### config.mk
export PLATFORM = sky130hd
export DESIGN_NAME = sorted_priority_deque
export DESIGN_NICKNAME = d
export VERILOG_FILES = /design/src/rtl/spd_pkg.sv /design/src/rtl/spd_datapath.sv /design/src/rtl/spd_controller.sv /design/src/rtl/sorted_priority_deque.sv
export SDC_FILE = /design/constraint.sdc
export NUM_CORES = 2
export LEC_CHECK = 0
export BUFFER_PORTS_ARGS = -buffer_cell sky130_fd_sc_hd__buf_2
export CORE_MARGIN = 10
export CORE_UTILIZATION = 66
export CTS_BUF_LIST = sky130_fd_sc_hd__clkbuf_2
export CTS_CLUSTER_DIAMETER = 150
export DETAILED_ROUTE_END_ITERATION = 6
export PLACE_DENSITY = 0.83
export SLEW_MARGIN = 10
export SYNTH_ARGS = -nofsm -noshare
export SYNTH_HDL_FRONTEND = slang
export SYNTH_HIERARCHICAL = 1
export SYNTH_SLANG_ARGS = --single-unit
### constraint.sdc
create_clock -name clk -period 6.45 [get_ports clk]
set_input_delay 0.645 -clock clk [delete_from_list [all_inputs] [get_ports clk]]
set_output_delay 0.645 -clock clk [all_outputs]
set_load 0.005 [all_outputs]
### src/rtl/spd_pkg.sv
`timescale 1ns / 1ps
// ============================================================================
// Sorted priority deque package
// Shared constants, operation codes and controller/datapath interface types.
// ============================================================================
package spd_pkg;

    localparam int CAPACITY = 16;
    localparam int IDX_W    = (CAPACITY > 1) ? $clog2(CAPACITY) : 1;
    localparam int OCC_W    = $clog2(CAPACITY + 1);
    localparam int COUNT_W  = 5;
    localparam int VALUE_W  = 32;
    localparam int PRI_W    = 8;

    typedef enum logic [1:0] {
        FUNC_INSERT     = 2'd0,
        FUNC_POP_FRONT  = 2'd1,
        FUNC_PUSH_FRONT = 2'd2,
        FUNC_POP_REAR   = 2'd3
    } func_t;

    typedef enum logic [1:0] {
        STATUS_OK    = 2'd0,
        STATUS_EMPTY = 2'd1,
        STATUS_FULL  = 2'd2
    } status_t;

    typedef enum logic [2:0] {
        OP_INSERT,
        OP_PUSH_FRONT,
        OP_POP_FRONT,
        OP_POP_REAR,
        OP_REJECT_FULL,
        OP_REJECT_EMPTY
    } op_t;

    // Command from the controller to the datapath.
    typedef struct packed {
        logic exec;
        op_t  op;
    } cmd_t;

    // Store status from the datapath to the controller.
    typedef struct packed {
        logic empty;
        logic full;
    } stat_t;

endpackage

### src/rtl/spd_datapath.sv
`timescale 1ns / 1ps
// ============================================================================
// Sorted priority deque datapath
// Row of sorted cells with per-cell compare and shift, occupancy counter and
// the result register.
// ============================================================================
module spd_datapath
(
    input  logic                                clk,
    input  logic                                rst_n,
    input  spd_pkg::cmd_t                       cmd,
    input  logic signed [spd_pkg::VALUE_W-1:0]  value,
    input  logic        [spd_pkg::PRI_W-1:0]    priority_req,
    output spd_pkg::stat_t                      stat,
    output logic signed [spd_pkg::VALUE_W-1:0]  value_res,
    output logic        [1:0]                   status,
    output logic        [spd_pkg::COUNT_W-1:0]  count
);

    logic [spd_pkg::OCC_W-1:0]   occ_reg;
    logic [spd_pkg::OCC_W-1:0]   occ_next;
    logic [spd_pkg::OCC_W-1:0]   last_pos;
    logic [spd_pkg::VALUE_W-1:0] val_reg [spd_pkg::CAPACITY];
    logic [spd_pkg::PRI_W-1:0]   pri_reg [spd_pkg::CAPACITY];
    logic [spd_pkg::CAPACITY-1:0] le;

    logic signed [spd_pkg::VALUE_W-1:0] value_res_reg;
    logic signed [spd_pkg::VALUE_W-1:0] value_res_next;
    spd_pkg::status_t                   status_reg;
    spd_pkg::status_t                   status_next;

    assign stat.empty = (occ_reg == '0);
    assign stat.full  = (occ_reg == spd_pkg::OCC_W'(spd_pkg::CAPACITY));
    assign last_pos   = occ_reg - spd_pkg::OCC_W'(1);

    // Each cell flags whether it holds a live entry that stays ahead of the
    // incoming priority; the flags form a run of ones from the head.
    genvar gi;
    generate
        for (gi = 0; gi < spd_pkg::CAPACITY; gi++) begin : g_cmp
            assign le[gi] = (spd_pkg::OCC_W'(gi) < occ_reg) && (pri_reg[gi] <= priority_req);
        end
    endgenerate

    always_comb
    begin
        occ_next       = occ_reg;
        value_res_next = '0;
        status_next    = spd_pkg::STATUS_OK;
        unique case (cmd.op)
            spd_pkg::OP_INSERT, spd_pkg::OP_PUSH_FRONT:
            begin
                occ_next = occ_reg + spd_pkg::OCC_W'(1);
            end
            spd_pkg::OP_POP_FRONT:
            begin
                occ_next       = occ_reg - spd_pkg::OCC_W'(1);
                value_res_next = val_reg[0];
            end
            spd_pkg::OP_POP_REAR:
            begin
                occ_next       = occ_reg - spd_pkg::OCC_W'(1);
                value_res_next = val_reg[last_pos[spd_pkg::IDX_W-1:0]];
            end
            spd_pkg::OP_REJECT_FULL:
            begin
                status_next = spd_pkg::STATUS_FULL;
            end
            spd_pkg::OP_REJECT_EMPTY:
            begin
                status_next = spd_pkg::STATUS_EMPTY;
            end
            default:
            begin
                occ_next = occ_reg;
            end
        endcase
    end

    always_ff @(posedge clk or negedge rst_n)
    begin
        if (!rst_n)
        begin
            occ_reg <= '0;
        end
        else if (cmd.exec)
        begin
            occ_reg <= occ_next;
        end
    end

    always_ff @(posedge clk)
    begin
        if (cmd.exec)
        begin
            value_res_reg <= value_res_next;
            status_reg    <= status_next;
        end
    end

    // Cell update: keep, take the new entry, or take a neighbor's entry.
    generate
        for (gi = 0; gi < spd_pkg::CAPACITY; gi++) begin : g_cell
            logic prev_le;
            logic [spd_pkg::VALUE_W-1:0] up_val;
            logic [spd_pkg::PRI_W-1:0]   up_pri;
            logic [spd_pkg::VALUE_W-1:0] dn_val;
            logic [spd_pkg::PRI_W-1:0]   dn_pri;

            if (gi == 0) begin : g_head
                assign prev_le = 1'b1;
                assign up_val  = value;
                assign up_pri  = priority_req;
            end
            else begin : g_body
                assign prev_le = le[gi-1];
                assign up_val  = val_reg[gi-1];
                assign up_pri  = pri_reg[gi-1];
            end

            if (gi == spd_pkg::CAPACITY - 1) begin : g_tail
                assign dn_val = val_reg[gi];
                assign dn_pri = pri_reg[gi];
            end
            else begin : g_inner
                assign dn_val = val_reg[gi+1];
                assign dn_pri = pri_reg[gi+1];
            end

            always_ff @(posedge clk)
            begin
                if (cmd.exec)
                begin
                    case (cmd.op)
                        spd_pkg::OP_INSERT:
                        begin
                            if (!le[gi])
                            begin
                                if (prev_le)
                                begin
                                    val_reg[gi] <= value;
                                    pri_reg[gi] <= priority_req;
                                end
                                else
                                begin
                                    val_reg[gi] <= up_val;
                                    pri_reg[gi] <= up_pri;
                                end
                            end
                        end
                        spd_pkg::OP_PUSH_FRONT:
                        begin
                            if (gi == 0)
                            begin
                                val_reg[gi] <= value;
                                pri_reg[gi] <= '0;
                            end
                            else
                            begin
                                val_reg[gi] <= up_val;
                                pri_reg[gi] <= up_pri;
                            end
                        end
                        spd_pkg::OP_POP_FRONT:
                        begin
                            val_reg[gi] <= dn_val;
                            pri_reg[gi] <= dn_pri;
                        end
                        default:
                        begin
                            val_reg[gi] <= val_reg[gi];
                        end
                    endcase
                end
            end
        end
    endgenerate

    assign value_res = value_res_reg;
    assign status    = status_reg;
    assign count     = spd_pkg::COUNT_W'(occ_reg);

endmodule

### src/rtl/spd_controller.sv
`timescale 1ns / 1ps
// ============================================================================
// Sorted priority deque controller
// Decodes requests against the store status and tracks the result register.
// ============================================================================
module spd_controller
(
    input  logic           clk,
    input  logic           rst_n,
    input  logic           req_valid,
    output logic           req_stall,
    input  logic [1:0]     func,
    output logic           res_valid,
    input  logic           res_stall,
    input  spd_pkg::stat_t stat,
    output spd_pkg::cmd_t  cmd
);

    typedef enum logic {
        S_IDLE,
        S_HOLD
    } state_t;

    state_t state_reg;
    state_t state_next;
    logic   accept;

    // A new transaction enters whenever the result register is free or is
    // being drained in this cycle.
    assign req_stall = (state_reg == S_HOLD) && res_stall;
    assign accept    = req_valid && !req_stall;

    always_comb
    begin
        cmd.exec = accept;
        unique case (spd_pkg::func_t'(func))
            spd_pkg::FUNC_INSERT:
                cmd.op = stat.full ? spd_pkg::OP_REJECT_FULL : spd_pkg::OP_INSERT;
            spd_pkg::FUNC_PUSH_FRONT:
                cmd.op = stat.full ? spd_pkg::OP_REJECT_FULL : spd_pkg::OP_PUSH_FRONT;
            spd_pkg::FUNC_POP_FRONT:
                cmd.op = stat.empty ? spd_pkg::OP_REJECT_EMPTY : spd_pkg::OP_POP_FRONT;
            spd_pkg::FUNC_POP_REAR:
                cmd.op = stat.empty ? spd_pkg::OP_REJECT_EMPTY : spd_pkg::OP_POP_REAR;
            default:
                cmd.op = spd_pkg::OP_REJECT_EMPTY;
        endcase
    end

    always_comb
    begin
        state_next = state_reg;
        unique case (state_reg)
            S_IDLE:
            begin
                if (accept)
                begin
                    state_next = S_HOLD;
                end
            end
            S_HOLD:
            begin
                if (!res_stall && !accept)
                begin
                    state_next = S_IDLE;
                end
            end
            default:
            begin
                state_next = S_IDLE;
            end
        endcase
    end

    always_ff @(posedge clk or negedge rst_n)
    begin
        if (!rst_n)
        begin
            state_reg <= S_IDLE;
        end
        else
        begin
            state_reg <= state_next;
        end
    end

    assign res_valid = (state_reg == S_HOLD);

endmodule

### src/rtl/sorted_priority_deque.sv
`timescale 1ns / 1ps
// ============================================================================
// Sorted priority deque
// Bounded store of value/priority entries kept in ascending priority order.
// ============================================================================
// Usage:
// A request transaction carries func, value and priority_req on the request
// channel (req_valid, req_stall); it is taken at a clock edge where req_valid
// is high and req_stall is low. Every request yields exactly one result
// transaction on the result channel (res_valid, res_stall) carrying
// value_res, status and count.
// The result appears in the cycle after the request is taken. Throughput is
// one transaction per cycle while no result waits under res_stall, set by the
// update of the cell row, where every cell compares its own priority with the
// request in parallel and shifts by at most one place.
// While a result waits under res_stall, req_stall is raised and no new
// request enters; once the result is taken a request may enter in the same
// cycle. Reset clears the occupancy and the result valid flag; cell contents
// are not cleared, as only cells below the occupancy are ever read.
// A pop on an empty store returns 0 with status empty; an insert or push
// front on a full store is dropped with status full.
// ============================================================================
module sorted_priority_deque
(
    input  logic                                clk,
    input  logic                                rst_n,
    input  logic                                req_valid,
    output logic                                req_stall,
    input  logic        [1:0]                   func,
    input  logic signed [spd_pkg::VALUE_W-1:0]  value,
    input  logic        [spd_pkg::PRI_W-1:0]    priority_req,
    output logic                                res_valid,
    input  logic                                res_stall,
    output logic signed [spd_pkg::VALUE_W-1:0]  value_res,
    output logic        [1:0]                   status,
    output logic        [spd_pkg::COUNT_W-1:0]  count
);

    spd_pkg::cmd_t  cmd;
    spd_pkg::stat_t stat;

    // The controller decides the operation from func and the store status.
    spd_controller u_ctrl
    (
        .clk       (clk),
        .rst_n     (rst_n),
        .req_valid (req_valid),
        .req_stall (req_stall),
        .func      (func),
        .res_valid (res_valid),
        .res_stall (res_stall),
        .stat      (stat),
        .cmd       (cmd)
    );

    // The datapath holds the sorted cells and the result register.
    spd_datapath u_dp
    (
        .clk          (clk),
        .rst_n        (rst_n),
        .cmd          (cmd),
        .value        (value),
        .priority_req (priority_req),
        .stat         (stat),
        .value_res    (value_res),
        .status       (status),
        .count        (count)
    );

endmodule

# ---- Yosys cells after proc, flatten, opt, wreduce, memory -nomap -nowiden
# Memory sizes are Yosys's and may differ from the RTL's.
# Index checks and enable logic that the tools add are counted.
dict set report classes {
  n_eq_ne 9
  add_sub_neg 2
  muxes 283
  order_cmp 32
  reduce_logical 30
  n_bitwise 111
}
# operator n
set op_table {}
lappend op_table {{2-to-1 mux 32 bit} 63}
lappend op_table {{2-to-1 mux 8 bit} 47}
lappend op_table {{2-to-1 mux 1 bit} 164}
lappend op_table {{<= comparator 8 bit} 16}
lappend op_table {{OR 1 bit} 110}
lappend op_table {{case mux 32 bit (2 select lines)} 1}
lappend op_table {{< comparator 4 x 5 -> 1 bit (first input constant)} 8}
lappend op_table {{< comparator 3 x 5 -> 1 bit (first input constant)} 4}
lappend op_table {{logical AND 1 bit} 19}
lappend op_table {{2-to-1 mux 3 bit} 4}
lappend op_table {{case mux 3 bit (4 select lines)} 1}
lappend op_table {{< comparator 1 x 5 -> 1 bit (first input constant)} 2}
lappend op_table {{< comparator 2 x 5 -> 1 bit (first input constant)} 2}
lappend op_table {{case mux 5 bit (2 select lines)} 1}
lappend op_table {{equality test 3 x 2 -> 1 bit (second input constant)} 2}
lappend op_table {{equality test 3 bit (second input constant)} 2}
lappend op_table {{adder 5 x 1 -> 5 bit (second input constant)} 1}
lappend op_table {{equality test 5 bit (second input constant)} 1}
lappend op_table {{zero test 5 bit} 1}
lappend op_table {{subtractor 5 x 1 -> 5 bit (second input constant)} 1}
lappend op_table {{equality test 2 bit (second input constant)} 2}
lappend op_table {{case mux 2 bit (2 select lines)} 1}
lappend op_table {{OR reduction 2 bit} 2}
lappend op_table {{equality test 3 x 1 -> 1 bit (second input constant)} 1}
lappend op_table {{9 further kinds} 11}
dict set report word_totals {
  out_inout_bits 41
  register_bits 40
  mem_bits_rw 640
  n_memories 2
  inputBits 46
}
# memory depth word_bits read_ports rd_ports_with_merged_regs write_ports line_no
set mem_list {}
lappend mem_list {u_dp.val_reg 16 32 17 0 16 spd_datapath.sv:23} ;# logic [spd_pkg::VALUE_W-1:0] val_reg [spd_pkg::CAPACITY];
lappend mem_list {u_dp.pri_reg 16 8 16 0 16 spd_datapath.sv:24} ;# logic [spd_pkg::PRI_W-1:0] pri_reg [spd_pkg::CAPACITY];

# ---- Logic depth before layout (Yosys ltp)
# An unclocked memory read counts as a cell.
dict set report depth {
  word_depth 12
  depth_mapped 16
  depth_no_buf 12
}

# ---- By module
# The synthesis kept the hierarchy.
# module area_per_inst_um2 seq_area_each_um2 cells_per_inst n_inst
set by_module_without_submodules {}
lappend by_module_without_submodules {spd_datapath 39688.1 20364.5 3689 1}
lappend by_module_without_submodules {spd_controller 85.1 25.0 10 1}

# ---- Least setup slack after synthesis
# OpenSTA, ideal clock, no wires.
dict set report synth_path {
  path_type {reg2reg}
  from {register u_dp.occ_reg (netlist bit u_dp/count[0])}
  to {memory u_dp/val_reg[3][0] (netlist bit) (enable)}
  path_slack_ps 1514
  setup_ps 466
  t_required_ps 5984
  synth_period_minus_slack_ps 4936
  path_stages_with_launch 12
  arrival_time_ps 4471
  path_buffers 3
  path_cell_list {dfrtp_1 -> buf_2 -> inv_1 -> ha_1 -> and2_1 -> mux2_2 -> nand2b_1 -> buf_2 -> nor2_2 -> nand2_1 -> clkbuf_1 -> o21ai_0}
}
# item line_no
set synth_lines {}
lappend synth_lines {{start, declared} spd_datapath.sv:20} ;# logic [spd_pkg::OCC_W-1:0] occ_reg;
lappend synth_lines {{start signal, assigned} spd_datapath.sv:88} ;# occ_reg <= occ_next;
lappend synth_lines {{end, declared} spd_datapath.sv:23}

==> impl_results.md <==
- Status: finished, final reports clean
- Number of synthesized flops with an enable pin: 674
- Port Buf Inserts: 86
- TritonRoute pass-1 iters: 6
- Clk sink count: 680
- Pin count of the biggest net entering global routing: 234
- Hold buffer count at CTS: 47
- Sw Ratio: 40.77%
- CTS tree: built
- Clk_lat worst skew: 1.48 ns
- First-pass GRT wire length: 191.3 mm
- Synthesized flop and latch total: 680
- Register area share after synthesis: 51.26%
- Pleak: 15.28 nW
- Detailed Route WL: 125.8 mm
- CP top delay family: buffers and inverters
- Global Route Usage Sum: 35.28%
- Area of the multi-input gates: 18,070 µm²
- Layout area overhead: 7.663%
- Post-synthesis cell count: 3,699
- Root Buffer: clkbuf_2
- Worst setup EP type: flop
- CP max stage delay: 0.72 ns
- # nets final: 3,937
- Commonest non-fill, non-tap cells in the layout: 921 x nand2_1, 674 x edfxtp_1, 273 x o211ai_1
- Clock power frac: 18.5%
- GPL Wtd Cong: 0.9151
- Logic pwr share: 42.0%
- CTS max path bufs: 3
- Synth Net Count: 3,877
- Placed Area: 40,810 µm²
- Clock transition at the registers of the reported paths: 0.12 ns
- WP data arrival: 5.99 ns
- Die Area: 70,480 µm²
- Clock buffer count from CTS: 173
- Fin area: 42,820 µm²
- Initial core utilization: 67.01%
- FMAX: 0.2026 GHz
- Global route overflow: 0
- Power Internal: 9.667 mW
- Final core occ: 72.15%
- Most used cell, CP: buf_4
- Final Worst Setup Slack: 1.514 ns
- Worst slew pin tran: 1.315 ns
- CP bufs+invs: 4
- Worst reg2reg endpoint: u_dp/val_reg[1][7]
- Part of the power in registers: 39.6%
- Cell Area, Synth: 39,770 µm²
- TNS Setup: 0 ns
- Psw: 6.653 mW
- WL/cell: 27.02 µm
- Vias in the first global route: 32,482
- Max-cap violations: 0
- Top post-synthesis cells by area: edfxtp_1 51%, nand2_1 8.7%, mux4_2 7.2%, o211ai_1 5.2%, ha_1 4.2%
- Critical Path RT: 7.51 ns
- Fin crit period: 4.936 ns
- Hold Vio Cnt, Final: 0
- Top cell type's share of synthesized area: 50.89%
- H-tree depth: 4
- Core area: 59,350 µm²
- Via density: 7.244
- Io pins: 87
- Unrepaired setup endpoints after global routing: false
- Row cnt: 89
- Skew final: 0.1382 ns
- Hold endpoint: u_ctrl/res_valid
- Min-delay src: res_stall
- Hold_ws: 0.1395 ns
- Async SR Flop Fraction: 0.8824%
- Max-slew violations: 0
- Commonest non-fill, non-tap cell in the layout: nand2_1
- Synth Flop Type: edfxtp_1
- Register-to-Register Setup Slack: 1.51 ns
- Setup Viol. Count Final: 0
- Depth of the most critical reg-to-reg path: 11
- Share of cells above drive strength 1: 17.33%
- RR Startpoint: u_dp/count[0]
- Average size of a mapped cell: 10.75 µm²
- Pre-CTS setup slack: 1.423 ns
- Final Cycle Share: 76.53%
- Synth unique cells: 74
- FF+latch area: 20,390 µm²
- Syn. warnings: 6
- Power per cell area: 381.1 nW/µm²
- Total number of vias: 33,735
- Post-DRT Antenna Nets: 0
- Die width: 265.5 µm
- Die Ht: 265.5 µm
- Largest register FFs: 512
- Post CTS Setup Buffer Count: 0
- CP cell instances: inv_1, ha_4, and2_1, mux2_2, nand2b_1, nor2_4, buf_4, a21oi_4, buf_4, nand2_2, buf_4
- Startpoint types: flop
- Fillers: 4,105
- CP max FO: 30
- Antenna violations before repair: 4
- Initial DRC Count: 5,932
- Synth area leader: edfxtp_1
- CTS-repair resized insts: 0
- Hold Path Class: in2reg
- Setup CP Type: reg2reg
- Worst vdd ir: 0.4050 mV
- Post-DP HPWL: 72.56 mm
- Slowest cell on the critical path: dfrtp_4
- Drt drc: 0
- Worst relative slew slack: 11.73%
- Hold depth: 4
==> per-layer routing <==
layer,global-route usage (%),wire length (µm)
met3,9.817,20090
met1,46.76,43490
met4,18.96,7177
met5,0,5
met2,52.42,55050
==> kinds of logic after synthesis <==
logic type / Yosys count / synth area share [%]
AOI/OAI and AO/OA: 817 / 15.09
and+or+nand+nor: 1435 / 15.08
xor gates and xnor gates: 8 / 0.1762
DFF: 680 / 51.26
muxes: 236 / 10.09
adders and majority gates: 132 / 4.153
buffers and inverters: 391 / 4.137
==> cell type report <==
cell class / count / share of cell area [%]
inverter: 66 / 0.5785
clock buffer: 257 / 3.004
clock inverter: 37 / 0.5552
timing repair buffer: 210 / 3.746
antenna: 6 / 0.03506
multi-input combinational: 2628 / 42.20
sequential: 680 / 47.62
tap: 773 / 2.259
==> power groups by stage <==
stage / combinational [mW] / sequential [mW] / clock (mW)
3_5_place_dp: 6.56 / 6.52 / 0
2_1_floorplan: 4.57 / 6.34 / 0
6_report: 6.85 / 6.46 / 3.01
5_1_grt: 7.14 / 6.52 / 3.28
4_1_cts: 6.60 / 6.43 / 3.03
3_3_place_gp: 6.41 / 6.50 / 0
==> worst register-to-register path: stages, from the launching register on <==
cell,delay [ns]
dfrtp_4,0.72
inv_1,0.23
ha_4,0.22
and2_1,0.15
mux2_2,0.36
nand2b_1,0.34
nor2_4,0.39
buf_4,0.58
a21oi_4,0.25
buf_4,0.27
nand2_2,0.58
buf_4,0.51
==> through the flow <==
stage,instances,power (mW)
floorplan,3699,10.91
finish,4657,16.32
global route,4656,16.94
CTS,4651,16.06
global placement,4310,12.91
detailed placement,4310,13.08
==> cells in the mapped netlist (67+ instances only) <==
cell / count
a21oi_1: 126
a31oi_1: 91
clkbuf_1: 223
edfxtp_1: 674
ha_1: 132
mux2i_1: 67
mux4_2: 128
nand2_1: 927
nand3_1: 100
nor2_1: 216
nor3_1: 68
o211ai_1: 273
==> how the worst max path moves through the flow <==
| stage | from | endpoint | slack, ns | cells past startpoint |
|---|---|---|---|---|
| final | u_dp/count[0] | u_dp/val_reg[1][7] | 1.51 | 11 |
| after global routing | u_dp/count[0] | u_dp/pri_reg[1][14] | 1.39 | 13 |
| after CTS | u_dp/count[0] | u_dp/pri_reg[1][11] | 1.68 | 13 |
| after detailed placement | priority_req[4] | u_dp/pri_reg[0][21] | 1.42 | 9 |
| after global placement | priority_req[5] | u_dp/pri_reg[0][20] | 1.51 | 9 |
| after floorplan | u_dp/count[0] | u_dp/val_reg[3][0] | 1.51 | 11 |
Power figures use the tool's default switching activity.
